**src/hdl/edm5_pkg.sv**
```systemverilog
`default_nettype none
// ----------------------------------------------------------------------------
// edm5_pkg
// Shared widths, reset constants and the link type between sorting cells of
// the echo distance median filter.
// ----------------------------------------------------------------------------
package edm5_pkg;

	localparam int DIST_W = 9;
	localparam int GROUP_SIZE_DEF = 5;
	localparam logic [DIST_W-1:0] NO_ECHO_RESET = 9'd400;

	// What one cell hands to its upper neighbour: its held value and whether
	// the incoming sample sorts below that value (or the cell is empty).
	typedef struct packed {
		logic [DIST_W-1:0] value;
		logic              lt;
	} edm5_link_t;

endpackage
`default_nettype wire

```
**src/hdl/edm5_cell.sv**
```systemverilog
`default_nettype none
// ----------------------------------------------------------------------------
// edm5_cell
// One slot of the insertion-sort chain. Holds one sample; on a shift it
// keeps its value, takes the new sample, or takes its lower neighbour's value.
// ----------------------------------------------------------------------------
module edm5_cell import edm5_pkg::*; #(
	parameter int CNT_W = 3,
	parameter int INDEX = 0
) (
	input  wire logic              clk,
	input  wire logic              shift_en,
	input  wire logic [CNT_W-1:0]  cnt,
	input  wire logic [DIST_W-1:0] sample,
	input  wire edm5_link_t        link_in,
	output      edm5_link_t        link_out,
	output      logic [DIST_W-1:0] value_next
);

	localparam logic [CNT_W-1:0] IDX = CNT_W'(INDEX);

	logic [DIST_W-1:0] value_q;
	logic              empty;
	logic              lt;

	// slots at or above the fill count hold nothing and sort as infinity
	assign empty = (cnt <= IDX);
	assign lt    = empty || (sample < value_q);

	always_comb begin
		if (!lt) begin
			value_next = value_q;
		end else if (link_in.lt) begin
			value_next = link_in.value;
		end else begin
			value_next = sample;
		end
	end

	assign link_out.value = value_q;
	assign link_out.lt    = lt;

	always_ff @(posedge clk) begin
		if (shift_en) begin
			value_q <= value_next;
		end
	end

endmodule
`default_nettype wire

```
**src/hdl/echo_distance_median_of_five_top.sv**
```systemverilog
// The median of a group is registered and presented in the cycle after its last item.
// Throughput: one item per cycle while the input is not stalled; the chain of cells
// sorts each sample as it enters, so each group of GROUP_SIZE items yields one result.
// Input stalls only when a group completes while the previous result is held.
// Reset: counters and output valid clear, no-echo distance returns to 400 cm;
// sample cells are not reset and hold nothing until written.
`default_nettype none
// ----------------------------------------------------------------------------
// echo_distance_median_of_five_top
// Replaces no-echo samples, sorts each group in a chain of cells and gives
// the group median with a flag telling whether any sample had an echo.
// ----------------------------------------------------------------------------
module echo_distance_median_of_five_top import edm5_pkg::*; #(
	parameter int GROUP_SIZE = GROUP_SIZE_DEF
) (
	input  wire logic              clk,
	input  wire logic              arst_n,
	input  wire logic              cfg_wr_en,
	input  wire logic [DIST_W-1:0] cfg_wr_data,
	input  wire logic              in_valid,
	output      logic              in_stall,
	input  wire logic [DIST_W-1:0] distance_cm,
	output      logic              out_valid,
	input  wire logic              out_stall,
	output      logic [DIST_W-1:0] median_cm,
	output      logic              reading_valid
);

	localparam int CNT_W = $clog2(GROUP_SIZE);
	localparam int MED_IDX = GROUP_SIZE / 2;
	localparam logic [CNT_W-1:0] LAST_CNT = CNT_W'(GROUP_SIZE - 1);

	logic [DIST_W-1:0] no_echo_q;
	logic [CNT_W-1:0]  cnt_q;
	logic              echo_q;
	logic              out_valid_q;
	logic [DIST_W-1:0] median_q;
	logic              reading_valid_q;

	logic              accept;
	logic              last;
	logic              echo;
	logic [DIST_W-1:0] sample;

	edm5_link_t        link [GROUP_SIZE+1];
	logic [DIST_W-1:0] value_next [GROUP_SIZE];

	assign echo   = (distance_cm != '0);
	assign sample = echo ? distance_cm : no_echo_q;
	assign last   = (cnt_q == LAST_CNT);
	// hold the closing item of a group while the previous result waits
	assign in_stall = out_valid_q && out_stall && last;
	assign accept   = in_valid && !in_stall;

	assign link[0].value = '0;
	assign link[0].lt    = 1'b0;

	for (genvar i = 0; i < GROUP_SIZE; i++) begin : g_cell
		edm5_cell #(
			.CNT_W (CNT_W),
			.INDEX (i)
		) u_cell (
			.clk        (clk),
			.shift_en   (accept),
			.cnt        (cnt_q),
			.sample     (sample),
			.link_in    (link[i]),
			.link_out   (link[i+1]),
			.value_next (value_next[i])
		);
	end

	always_ff @(posedge clk or negedge arst_n) begin
		if (!arst_n) begin
			no_echo_q <= NO_ECHO_RESET;
		end else if (cfg_wr_en) begin
			no_echo_q <= cfg_wr_data;
		end
	end

	always_ff @(posedge clk or negedge arst_n) begin
		if (!arst_n) begin
			cnt_q  <= '0;
			echo_q <= 1'b0;
		end else if (accept) begin
			if (last) begin
				cnt_q  <= '0;
				echo_q <= 1'b0;
			end else begin
				cnt_q  <= cnt_q + 1'b1;
				echo_q <= echo_q || echo;
			end
		end
	end

	always_ff @(posedge clk or negedge arst_n) begin
		if (!arst_n) begin
			out_valid_q <= 1'b0;
		end else if (accept && last) begin
			out_valid_q <= 1'b1;
		end else if (!out_stall) begin
			out_valid_q <= 1'b0;
		end
	end

	// tap the median slot as it settles with the closing item
	always_ff @(posedge clk) begin
		if (accept && last) begin
			median_q        <= value_next[MED_IDX];
			reading_valid_q <= echo_q || echo;
		end
	end

	assign out_valid     = out_valid_q;
	assign median_cm     = median_q;
	assign reading_valid = reading_valid_q;

	a_group_result: assert property (@(posedge clk) disable iff (!arst_n)
		accept && last |=> out_valid_q)
		else $error("closing item of a group gave no result");

	a_count_step: assert property (@(posedge clk) disable iff (!arst_n)
		accept && !last |=> cnt_q == $past(cnt_q) + 1'b1)
		else $error("fill count did not advance on an item");

	a_count_hold: assert property (@(posedge clk) disable iff (!arst_n)
		!accept |=> $stable(cnt_q))
		else $error("fill count moved without an item");

	a_stall_cause: assert property (@(posedge clk) disable iff (!arst_n)
		in_stall |-> out_valid_q && last)
		else $error("input stalled without a pending result");

	a_result_drain: assert property (@(posedge clk) disable iff (!arst_n)
		out_valid_q && !out_stall && !(accept && last) |=> !out_valid_q)
		else $error("taken result was repeated");

endmodule
`default_nettype wire
```
**config.mk**
```make
export PLATFORM = sky130hd
export DESIGN_NAME = echo_distance_median_of_five_top
export DESIGN_NICKNAME = d
export VERILOG_FILES = /design/src/hdl/edm5_pkg.sv /design/src/hdl/edm5_cell.sv /design/src/hdl/echo_distance_median_of_five_top.sv
export SDC_FILE = /design/constraint.sdc
export NUM_CORES = 1
export LEC_CHECK = 0
export BUFFER_PORTS_ARGS = -buffer_cell sky130_fd_sc_hd__buf_2
export CELL_PAD_IN_SITES_DETAIL_PLACEMENT = 0
export CELL_PAD_IN_SITES_GLOBAL_PLACEMENT = 2
export CORE_MARGIN = 1.5
export CORE_UTILIZATION = 36
export DETAILED_ROUTE_END_ITERATION = 10
export PLACE_DENSITY = 0.81
export SYNTH_ARGS = -nofsm -noshare
export SYNTH_HDL_FRONTEND = slang
export SYNTH_SLANG_ARGS = --single-unit
```
**constraint.sdc**
```tcl
create_clock -name clk -period 2.7 [get_ports clk]
set_clock_uncertainty 0.1 [all_clocks]
set_input_delay 0.27 -clock clk [delete_from_list [all_inputs] [get_ports clk]]
set_output_delay 0.27 -clock clk [all_outputs]
set_load 0.03 [all_outputs]
```
### Word level (Yosys, flattened, before mapping)

Cells that the tools add are included.

* multiplexer cells: 8
* reductions and logical operators: 12
* $add $sub $neg: 1
* equal/unequal tests: 2
* $lt $le $gt $ge: 6

Operators with widths (number)
* 2-to-1 mux 9 bit: 4
* less-than comparator 9 bit: 3
* nonzero test 9 bit: 1
* less-or-equal comparator 3 x 1 -> 1 bit, second input constant: 2
* logical AND 1 bit: 4
* logical OR 1 bit: 4
* AND reduction 2 bit: 2
* adder 3 x 1 -> 3 bit, second input constant: 1
* equality test 3 bit, second input constant: 1
* less-or-equal comparator 3 x 2 -> 1 bit, second input constant: 1
* 2-to-1 mux 1 bit: 3
* 2-to-1 mux 3 bit: 1
* != test 2 x 1 -> 1 bit, second input constant: 1
* zero test 1 bit: 1

* register bits: 51
* output and inout bits: 12
* word-level logic and storage cells: 38
* input bits: 23

### Depth between registers and ports, before layout

Gate-level depths: netlist of run 1.

* word-level depth: 6
* depth in mapped cells: 12
* gate-level depth less buffers: 11

### By module

A second synthesis of run 1 with hierarchy kept.

* cell total of the unflattened synthesis: 298
* area, all modules: 3395.8 µm²

By module, submodules not included
* echo_distance_median_of_five_top: cells each 72, sequential area each 654.4 µm², instances 1, area each 1008.5 µm²
* edm5_cell (g_cell[0].u_cell): cells each 105, sequential area each 270.3 µm², instances 1, area each 994.7 µm²
* edm5_cell (g_cell[2].u_cell): cells each 62, sequential area each 270.3 µm², instances 1, area each 698.2 µm²
* edm5_cell (g_cell[1].u_cell): cells each 59, sequential area each 270.3 µm², instances 1, area each 694.4 µm²

### Worst setup path after synthesis of run 1

OpenSTA, ideal clock, no wires.

* kind: input to register
* from: in distance_cm[7]
* to: reg g_cell[0].u_cell.value_q[0], enable pin
* stages on the path: 9
* required time: 2.226 ns
* path slack: -0.499 ns
* data arrival time: 2.724 ns
* library setup time: 0.374 ns
* cell sequence: nor4_4 -> nand2_1 -> nor3_2 -> a21o_1 -> ha_1 -> a21o_1 -> a2111oi_2 -> a221oi_4 -> nor2_1

* cells in the longest elaborated chain, start to end: 5

Ends and longest elaborated chain
* from (decl): line echo_distance_median_of_five_top.sv:22 `input wire logic [DIST_W-1:0] distance_cm,`
* nonzero test 9 bit: line echo_distance_median_of_five_top.sv:48 `assign echo = (distance_cm != '0);`
* 2-to-1 mux 9 bit *: line echo_distance_median_of_five_top.sv:49 `assign sample = echo ? distance_cm : no_echo_q;`
* named net g_cell[0].u_cell.sample[7]: line edm5_cell.sv:14 `input wire logic [DIST_W-1:0] sample,`
* less-than comparator 9 bit *: line edm5_cell.sv:28 `assign lt = empty || (sample < value_q);`
* logical OR 1 bit *: line edm5_cell.sv:28
* AND reduction 2 bit (no line) *
* to (signal assigned): line edm5_cell.sv:45 `value_q <= value_next;`
* to (decl): line edm5_cell.sv:22 `logic [DIST_W-1:0] value_q;`

The timed path passes the listed nets; every way through them passes the cells marked *.
A chain may end at the register's enable or synchronous reset.

### Final worst setup path of run 1

* from: in distance_cm[2]
* to: reg g_cell[0].u_cell.value_q[0], enable pin

* cells in the longest elaborated chain, start to end: 5

Ends and longest elaborated chain (line)
* nonzero test 9 bit: echo_distance_median_of_five_top.sv:48
* 2-to-1 mux 9 bit: echo_distance_median_of_five_top.sv:49
* named net g_cell[0].u_cell.sample[7]: edm5_cell.sv:14
* less-than comparator 9 bit: edm5_cell.sv:28
* logical OR 1 bit: edm5_cell.sv:28
* AND reduction 2 bit (no line)

The timed path passes the listed nets, and every way through them passes these cells.

==> results of run 1 <==
[metrics by stage]
step	area (um^2)	cells	TNS [ns]	hold WS, ns
floorplan	2870	223	-9.38	-0.126
global placement	3380	386	-24.09	0.0867
detailed placement	3380	386	-27.28	0.0887
CTS	3880	409	-3.75	0.0881
global route	3960	413	-9.92	0.0823
finish	3960	413	-4.63	0.0975
[final cells by class]
class	instances	area, um^2	share of cell area (%)
multi-input combinational	141	1530	38.7
sequential	51	1470	37.0
timing repair buffer	82	618	15.6
tap	102	128	3.22
inverter	29	109	2.75
clock buffer	5	68.8	1.74
clock inverter	3	38.8	0.980
[routing by layer]
| metal | track usage [%] | vias up | wire (um) |
|---|---|---|---|
| met5 | 0 | - | 0 |
| li1 | - | 987 | - |
| met3 | 2.68 | 2 | 169 |
| met4 | 3.52 | 0 | 30 |
| met2 | 27.5 | 31 | 3030 |
| met1 | 19.6 | 942 | 2900 |
[flip-flops by register name (all words and copies together), names as in the netlist]
name	cells
g_cell.u_cell.value_q	27
median_cm	9
no_echo_q	9
cnt_q	3
echo_q	1
out_valid	1
reading_valid	1
[where the power goes]
part	switching, mW	internal [mW]
clock	0.261	0.272
sequential	0.0761	1.10
combinational	0.695	0.680
[cell families after synthesis]
logic type	Yosys count	share of synthesized area, %
simple gates	35	6.51
compound gates	41	10.7
fa+ha+maj	28	12.5
flops	51	52.2
mux	36	13.7
buf+inv	32	4.37
[placed cells by master, fill, tap and decap left out, drive strengths merged, types with 10 or more instances in the layout]
cell	instances
mux2	20
buf	81
nor2	11
o21ai	10
dfrtp	11
mux2i	16
a21o	16
nand2	10
ha	28
inv	29
edfxtp	37
[worst reg2reg max path, delay by kind of cell, from the launching register on]
family                   cells  cell delay [ns]
AO/OA/AOI/OAI                3             0.89
adder cells (fa/ha/maj)      1             0.33
AND/OR/NAND/NOR              1             0.14
flip-flops                   1             0.54
buffers and inverters        2             0.32
[final timing paths]
check	from	endpoint	slack (ns)
max	distance_cm[2]	g_cell[0].u_cell.value_q[0]	-0.17
min	cfg_wr_data[6]	no_echo_q[6]	0.1
max reg2reg	no_echo_q[8]	g_cell[0].u_cell.value_q[0]	0.12
min reg2reg	no_echo_q[0]	no_echo_q[0]	0.41
max in group asynchronous	arst_n	no_echo_q[4]	1.92
min in group asynchronous	arst_n	cnt_q[1]	0.28
[timing repair]
action,4_1_cts,5_1_grt
gates resized for setup,35,14
hold buffers,1,0
setup endpoints to repair,45,45
gates cloned,3,0
setup buffers,12,8
pin swaps,26,2
endpoints found under the hold margin,11,0
==> flow_summary.html, run 1 <==
<table>
<tr><th>Metric</th><th>Value</th></tr>
<tr><th colspan="2">STA</th></tr>
<tr><td>Pins over their slew limit</td><td>0</td></tr>
<tr><td>Final setup slack of the worst path</td><td>-0.172 ns</td></tr>
<tr><td>Share of the clock period used by the worst path</td><td>106%</td></tr>
<tr><td>Max transition margin</td><td>30.4%</td></tr>
<tr><td>Final count of negative-setup-slack endpoints</td><td>45</td></tr>
<tr><td>Time the worst path needs with I/O delays and setup</td><td>2.87 ns</td></tr>
<tr><td>Unrepaired setup endpoints after global routing</td><td>yes</td></tr>
<tr><td>Hold violation count in the final report</td><td>0</td></tr>
<tr><td>Transition time of the tightest slew-check pin</td><td>1.04 ns</td></tr>
<tr><td>Max Fclk</td><td>348 MHz</td></tr>
<tr><th colspan="2">Power</th></tr>
<tr><td>Static power due to leakage</td><td>1.74 nW</td></tr>
<tr><td>Post-layout total power</td><td>3.08 mW</td></tr>
<tr><td>Max rail drop VDD</td><td>292 uV</td></tr>
<tr><td>Pwr dens</td><td>779 nW/um^2</td></tr>
<tr><th colspan="2">Detailed routing</th></tr>
<tr><td>Number of iterations in the first detailed-routing pass</td><td>4</td></tr>
<tr><td>Number of remaining DRC errors</td><td>0</td></tr>
<tr><td>Total number of vias</td><td>1962</td></tr>
<tr><td>Number of DRC markers in iteration 0</td><td>88</td></tr>
<tr><td>Wire length after detailed routing</td><td>6130 um</td></tr>
<tr><td>Antenna Nets Post-Route</td><td>0</td></tr>
<tr><td>Via count normalized by instance count</td><td>4.75</td></tr>
<tr><td>WL per Instance</td><td>14.8 um</td></tr>
<tr><th colspan="2">Worst setup path</th></tr>
<tr><td>Crit Path Class</td><td>primary input to flop</td></tr>
<tr><td>Top Family by Delay on Critical Path</td><td>compound AO/OA/AOI/OAI gates</td></tr>
<tr><td>Crit path required time</td><td>2.62 ns</td></tr>
<tr><td>Critical-path maximum fanout</td><td>6</td></tr>
<tr><td>Cell repeated most along the worst path</td><td>buf_6</td></tr>
<tr><td>Data arrival time of the worst path</td><td>2.79 ns</td></tr>
<tr><td>Kind of end point of the critical path</td><td>flop</td></tr>
<tr><td>Biggest cell delay along the critical path</td><td>0.48 ns</td></tr>
<tr><td>Path depth of the worst reg2reg path</td><td>7</td></tr>
<tr><td>Worst setup SP type</td><td>primary input</td></tr>
<tr><td>Worst path depth</td><td>13</td></tr>
<tr><td>Crit path cell chain</td><td>buf_6 &gt; nor4_4 &gt; nand2_2 &gt; nor3_4 &gt; buf_6 &gt; a21o_4 &gt; ha_4 &gt; a21o_1 &gt; a2111oi_4 &gt; a221oi_4 &gt; buf_6 &gt; nor2_4 &gt; buf_6</td></tr>
<tr><td>Library cell contributing the largest single delay on the critical path</td><td>a2111oi_4</td></tr>
<tr><td>Number of buffers and inverters on the critical path</td><td>4</td></tr>
<tr><th colspan="2">Synthesis</th></tr>
<tr><td>Post-synthesis instance total</td><td>223</td></tr>
<tr><td>Most area-hungry cell type in the Yosys netlist</td><td>edfxtp_1</td></tr>
<tr><td>Number of flops mapped to enable cells by yosys</td><td>37</td></tr>
<tr><td>Synthesized netlist net count</td><td>274</td></tr>
<tr><td>Share of flip-flops with an asynchronous set or reset after synthesis</td><td>27.5%</td></tr>
<tr><td>Sequential element share of the synthesized area</td><td>52.2%</td></tr>
<tr><td>Dominant cells by area after synthesis</td><td>edfxtp_1 40%, ha_1 12%, dfrtp_1 9.8%</td></tr>
<tr><td>Post-synthesis area per instance</td><td>12.6 um^2</td></tr>
<tr><td>Ys Warns</td><td>0</td></tr>
<tr><td>Share of the synthesized area in the top cell type</td><td>39.6%</td></tr>
<tr><td>Top cell types by occurrence after synthesis</td><td>37 x edfxtp_1, 29 x inv_1, 28 x ha_1</td></tr>
<tr><td>Synthesized area</td><td>2810 um^2</td></tr>
<tr><td>Number of flip-flops and latches in the synthesized netlist</td><td>51</td></tr>
<tr><td>Most repeated cell in the gate-level netlist after synthesis</td><td>edfxtp_1</td></tr>
<tr><td>Post-synth cell types</td><td>32</td></tr>
<tr><td>Dominant register cell in the synthesized netlist</td><td>edfxtp_1</td></tr>
<tr><th colspan="2">Placement</th></tr>
<tr><td>Port Buffers</td><td>34</td></tr>
<tr><td>Worst slack at placement</td><td>-0.677 ns</td></tr>
<tr><td>Detailed placer's ending HPWL</td><td>4200 um</td></tr>
<tr><td>Last weighted congestion value of the routability-driven placer</td><td>0.769</td></tr>
<tr><th colspan="2">Clocking</th></tr>
<tr><td>Clock Tree Buf Depth</td><td>2</td></tr>
<tr><td>Clock-pin slew of the registers on the worst-case setup and hold paths</td><td>0.09 ns</td></tr>
<tr><td>Clock buffers created by TritonCTS</td><td>5</td></tr>
<tr><td>Clock Root Buffer</td><td>clkbuf_8</td></tr>
<tr><td>Total number of H-tree levels</td><td>2</td></tr>
<tr><td>Clock insertion delay at the later pin of the skew report</td><td>0.30 ns</td></tr>
<tr><td>TritonCTS clock tree</td><td>done</td></tr>
<tr><td>Count of clock tree sinks</td><td>51</td></tr>
<tr><th colspan="2">Cells and area</th></tr>
<tr><td>Number of fillers in the final layout</td><td>676</td></tr>
<tr><td>Share of layout cells above drive strength 1</td><td>47.3%</td></tr>
<tr><td>Net count, final</td><td>361</td></tr>
<tr><td>Synth-to-Final Area Change</td><td>41.1%</td></tr>
<tr><td>Antenna Cells</td><td>0</td></tr>
<tr><td>Fin util</td><td>51.8%</td></tr>
<tr><th colspan="2">Global routing</th></tr>
<tr><td>First-pass GRT wire length</td><td>10100 um</td></tr>
<tr><td>Initial antenna violation count</td><td>0</td></tr>
<tr><td>Maximum number of pins on one net before global-route repair</td><td>16</td></tr>
<tr><td>Sum of overflow across all layers after global routing</td><td>0</td></tr>
<tr><td>Vias in the first global route</td><td>2053</td></tr>
<tr><td>All-Layer GR Usage</td><td>15.5%</td></tr>
<tr><th colspan="2">Outcome</th></tr>
<tr><td>Result of the run</td><td>complete, but fails checks</td></tr>
<tr><td>Violated checks</td><td>setup timing</td></tr>
<tr><th colspan="2">Floorplanning</th></tr>
<tr><td>Die area</td><td>8330 um^2</td></tr>
<tr><td>Count of standard-cell rows</td><td>32</td></tr>
<tr><td>Starting density of the core</td><td>36.7%</td></tr>
<tr><td>Height of the die</td><td>91.3 um</td></tr>
<tr><td>Total I/O pin count</td><td>35</td></tr>
<tr><td>Die outline width</td><td>91.3 um</td></tr>
<tr><td>Std-Cell Core Area</td><td>7650 um^2</td></tr>
<tr><th colspan="2">Worst hold path</th></tr>
<tr><td>Class of the worst hold path</td><td>primary input to flop</td></tr>
<tr><td>Number of cells on the worst hold path</td><td>2</td></tr>
<tr><th colspan="2">Flow run</th></tr>
<tr><td>Max Cap Viol</td><td>0</td></tr>
</table>
(Power assumes the default switching activity.)
==> run 2, diff against run 1 <==
--- a/config.mk
+++ b/config.mk
@@ -8,10 +8,12 @@
 export BUFFER_PORTS_ARGS = -buffer_cell sky130_fd_sc_hd__buf_2
 export CELL_PAD_IN_SITES_DETAIL_PLACEMENT = 0
 export CELL_PAD_IN_SITES_GLOBAL_PLACEMENT = 2
+export CORE_ASPECT_RATIO = 1.5
 export CORE_MARGIN = 1.5
-export CORE_UTILIZATION = 36
+export CORE_UTILIZATION = 42
 export DETAILED_ROUTE_END_ITERATION = 10
-export PLACE_DENSITY = 0.81
+export MAX_ROUTING_LAYER = met4
+export PLACE_DENSITY = 0.89
 export SYNTH_ARGS = -nofsm -noshare
 export SYNTH_HDL_FRONTEND = slang
 export SYNTH_SLANG_ARGS = --single-unit
==> constraint.sdc (replaced) <==
create_clock -name clk -period 3.6 [get_ports clk]
set_clock_uncertainty 0.1 [all_clocks]
set_input_delay 0.36 -clock clk [delete_from_list [all_inputs] [get_ports clk]]
set_output_delay 0.36 -clock clk [all_outputs]
set_load 0.03 [all_outputs]
==> run 2 against run 1 <==
  * The run now ends clean
  * Core utilization decreased by 0.96 points
  * Combinational power decreased by 47%
  * Sequential power is 25% lower
  * Global-route usage increased by 1.8 points
  * Non-clock buffer count is 28 lower
  * Die area shrank 14%
  * Largest power group is now registers
  * Critical path type unchanged
==> flow_summary.html, run 2 (synthesized netlist as in run 1, its figures left out) <==
<table>
<tr><th>Metric</th><th>Value</th></tr>
<tr><th colspan="2">Placement</th></tr>
<tr><td>Last weighted congestion value of the routability-driven placer</td><td>0.797 (+3.6%)</td></tr>
<tr><td>Port Buffers</td><td>34 (unchanged)</td></tr>
<tr><td>Detailed placer's ending HPWL</td><td>4510 um (+7.3%)</td></tr>
<tr><th colspan="2">STA</th></tr>
<tr><td>Share of the clock period used by the worst path</td><td>91.5%</td></tr>
<tr><td>Pins over their slew limit</td><td>0 (unchanged)</td></tr>
<tr><td>Time the worst path needs with I/O delays and setup</td><td>3.29 ns</td></tr>
<tr><td>Transition time of the tightest slew-check pin</td><td>1.09 ns (+0.0549 ns)</td></tr>
<tr><td>Max transition margin</td><td>26.9% (-3.6 points)</td></tr>
<tr><td>Unrepaired setup endpoints after global routing</td><td>no</td></tr>
<tr><td>Hold violation count in the final report</td><td>0 (unchanged)</td></tr>
<tr><td>Max Fclk</td><td>304 MHz</td></tr>
<tr><td>Summed negative setup slack over all endpoints</td><td>0 ns (+4.63 ns)</td></tr>
<tr><td>Final count of negative-setup-slack endpoints</td><td>0 (-100%)</td></tr>
<tr><td>Worst hold slack after final layout</td><td>0.171 ns (+0.0740 ns)</td></tr>
<tr><th colspan="2">Global routing</th></tr>
<tr><td>Initial antenna violation count</td><td>0 (unchanged)</td></tr>
<tr><td>Vias in the first global route</td><td>1879 (-8.5%)</td></tr>
<tr><td>All-Layer GR Usage</td><td>17.4% (+1.8 points)</td></tr>
<tr><td>Maximum number of pins on one net before global-route repair</td><td>16 (unchanged)</td></tr>
<tr><td>Sum of overflow across all layers after global routing</td><td>0 (unchanged)</td></tr>
<tr><td>First-pass GRT wire length</td><td>9110 um (-9.8%)</td></tr>
<tr><th colspan="2">Clocking</th></tr>
<tr><td>Hold buffer count at CTS</td><td>1 (unchanged)</td></tr>
<tr><td>TritonCTS clock tree</td><td>done</td></tr>
<tr><td>Resized Gates After CTS</td><td>0 (-100%)</td></tr>
<tr><td>Total number of H-tree levels</td><td>2 (unchanged)</td></tr>
<tr><td>Clock Tree Buf Depth</td><td>2 (unchanged)</td></tr>
<tr><td>Clock buffers created by TritonCTS</td><td>5 (unchanged)</td></tr>
<tr><td>Clock insertion delay at the later pin of the skew report</td><td>0.31 ns (about the same)</td></tr>
<tr><td>Clock-pin slew of the registers on the worst-case setup and hold paths</td><td>0.09 ns (about the same)</td></tr>
<tr><td>Clock Root Buffer</td><td>clkbuf_8</td></tr>
<tr><td>Post-CTS setup repair buffer count</td><td>0 (-12)</td></tr>
<tr><td>Count of clock tree sinks</td><td>51 (unchanged)</td></tr>
<tr><th colspan="2">Power</th></tr>
<tr><td>Max rail drop VDD</td><td>238 uV (-18%)</td></tr>
<tr><td>Pwr dens</td><td>585 nW/um^2 (-25%)</td></tr>
<tr><td>Static power due to leakage</td><td>1.51 nW (-13%)</td></tr>
<tr><th colspan="2">Cells and area</th></tr>
<tr><td>Max reg flops</td><td>27 (unchanged)</td></tr>
<tr><td>Antenna Cells</td><td>0 (unchanged)</td></tr>
<tr><td>Synth-to-Final Area Change</td><td>17.4%</td></tr>
<tr><td>Leading cell types in the layout, fill and taps excluded</td><td>37 x edfxtp_1, 34 x buf_2, 29 x inv_1, 28 x ha_1, 20 x mux2_2</td></tr>
<tr><td>Fin util</td><td>50.8% (-0.96 points)</td></tr>
<tr><td>Most frequent standard cell in the layout excluding fill and tap cells</td><td>edfxtp_1</td></tr>
<tr><td>Share of layout cells above drive strength 1</td><td>31.2% (-16 points)</td></tr>
<tr><td>Net count, final</td><td>332 (-8.0%)</td></tr>
<tr><td>Register with the most flip-flops</td><td>g_cell.u_cell.value_q</td></tr>
<tr><th colspan="2">Detailed routing</th></tr>
<tr><td>Total number of vias</td><td>1875 (-4.4%)</td></tr>
<tr><td>Wire length after detailed routing</td><td>5560 um (-9.4%)</td></tr>
<tr><td>WL per Instance</td><td>15.5 um (+4.6%)</td></tr>
<tr><td>Number of DRC markers in iteration 0</td><td>99 (+13%)</td></tr>
<tr><td>Number of iterations in the first detailed-routing pass</td><td>4 (unchanged)</td></tr>
<tr><td>Via count normalized by instance count</td><td>5.24 (+10%)</td></tr>
<tr><td>Number of remaining DRC errors</td><td>0 (unchanged)</td></tr>
<tr><td>Antenna Nets Post-Route</td><td>0 (unchanged)</td></tr>
<tr><th colspan="2">Floorplanning</th></tr>
<tr><td>Die outline width</td><td>69.7 um (-24%)</td></tr>
<tr><td>Die area</td><td>7190 um^2 (-14%)</td></tr>
<tr><td>Height of the die</td><td>103 um (+13%)</td></tr>
<tr><td>Std-Cell Core Area</td><td>6490 um^2 (-15%)</td></tr>
<tr><td>Count of standard-cell rows</td><td>36 (+13%)</td></tr>
<tr><td>Total I/O pin count</td><td>35 (unchanged)</td></tr>
<tr><td>Starting density of the core</td><td>43.2% (+6.6 points)</td></tr>
<tr><th colspan="2">Worst setup path</th></tr>
<tr><td>Crit path required time</td><td>3.64 ns (+1.02 ns)</td></tr>
<tr><td>Number of buffers and inverters on the critical path</td><td>3 (-1)</td></tr>
<tr><td>Biggest cell delay along the critical path</td><td>0.90 ns (+0.42 ns)</td></tr>
<tr><td>Critical-path maximum fanout</td><td>6 (unchanged)</td></tr>
<tr><td>Top Family by Delay on Critical Path</td><td>simple AND/OR/NAND/NOR gates</td></tr>
<tr><td>Library cell contributing the largest single delay on the critical path</td><td>nor3b_1</td></tr>
<tr><td>Data arrival time of the worst path</td><td>3.33 ns (+0.54 ns)</td></tr>
<tr><td>Kind of end point of the critical path</td><td>flop</td></tr>
<tr><td>Register-to-Register Setup Slack</td><td>0.58 ns (+0.46 ns)</td></tr>
<tr><td>Worst setup SP type</td><td>primary input</td></tr>
<tr><td>Crit Path Class</td><td>primary input to flop</td></tr>
<tr><td>Capture instance of the worst register-to-register path</td><td>g_cell[2].u_cell.value_q[8]</td></tr>
<tr><td>Cell repeated most along the worst path</td><td>a21o_1</td></tr>
<tr><td>Worst flop-to-flop path startpoint</td><td>no_echo_q[6]</td></tr>
<tr><td>Crit path cell chain</td><td>buf_2 &gt; nor4_4 &gt; nand2_1 &gt; nor3_2 &gt; buf_4 &gt; a21o_1 &gt; ha_1 &gt; a21o_1 &gt; a21o_1 &gt; a21o_1 &gt; a2111oi_0 &gt; nor3b_1 &gt; buf_4 &gt; mux2i_1</td></tr>
<tr><td>Path depth of the worst reg2reg path</td><td>9 (+2)</td></tr>
<tr><th colspan="2">Worst hold path</th></tr>
<tr><td>Class of the worst hold path</td><td>primary input to flop</td></tr>
<tr><td>Number of cells on the worst hold path</td><td>2 (unchanged)</td></tr>
<tr><td>Worst-case hold path end point</td><td>no_echo_q[5]</td></tr>
<tr><td>Launch instance of the worst min-delay path</td><td>cfg_wr_data[5]</td></tr>
<tr><th colspan="2">Outcome</th></tr>
<tr><td>Result of the run</td><td>finished clean</td></tr>
<tr><th colspan="2">Flow run</th></tr>
<tr><td>Max Cap Viol</td><td>0 (unchanged)</td></tr>
</table>
[run 2: cell types whose count changed in the layout (fill, tap and decap cells not counted), moves of 10 or more]
cell / delta
buf_4: -14
buf_6: -12
ha_1: +10
ha_4: -10
[run 2: metrics by stage]
stage	setup slack, ns	power [mW]	instances	instance area, um^2
after global placement	0.112	1.60	349	3200
after global routing	0.00561	2.06	358	3290
after detailed placement	0.00865	1.62	349	3200
after CTS	0.332	1.95	358	3290
final	0.306	1.93	358	3290
after floorplan	0.311	1.40	223	2810
[run 2: layout make-up]
type | count | area [um^2]
Fill cell | 614 | 3190
Tap cell | 76 | 95.1
Clock buffer | 6 | 72.6
Inverter | 29 | 109
Sequential cell | 51 | 1470
Multi-Input combinational cell | 140 | 1220
Clock inverter | 2 | 12.5
Timing Repair Buffer | 54 | 323
[run 2: worst reg2reg max path: stages, from the launching register on]
cell       delay, ns
dfrtp_1         0.42
a21o_1          0.20
ha_1            0.30
a21o_1          0.11
a21o_1          0.10
a21o_1          0.12
a2111oi_0       0.06
nor3b_1         0.90
buf_4           0.29
mux2i_1         0.25
[run 2: layer usage]
| layer | vias to the layer above | wire, um | global-route usage [%] |
|---|---|---|---|
| met5 | - | 0 | - |
| met4 | 0 | 133 | 7.99 |
| met2 | 33 | 2970 | 31.4 |
| li1 | 929 | - | - |
| met3 | 9 | 147 | 3.23 |
| met1 | 904 | 2300 | 18.5 |
[run 2: how the worst max path moves through the flow]
stage                        start                           to  depth (start not counted)
global placement    distance_cm[7]                 median_cm[0]                         12
global route        distance_cm[7]  g_cell[2].u_cell.value_q[8]                         13
CTS                 distance_cm[7]                 median_cm[6]                         13
floorplan           distance_cm[7]  g_cell[0].u_cell.value_q[0]                          9
finish              distance_cm[7]  g_cell[2].u_cell.value_q[8]                         14
detailed placement  distance_cm[7]                 median_cm[6]                         13
[run 2: power by group]
part	internal (mW)	switching, mW	total [mW]
clock	0.136	0.189	0.325
sequential	0.824	0.0593	0.883
combinational	0.322	0.398	0.721
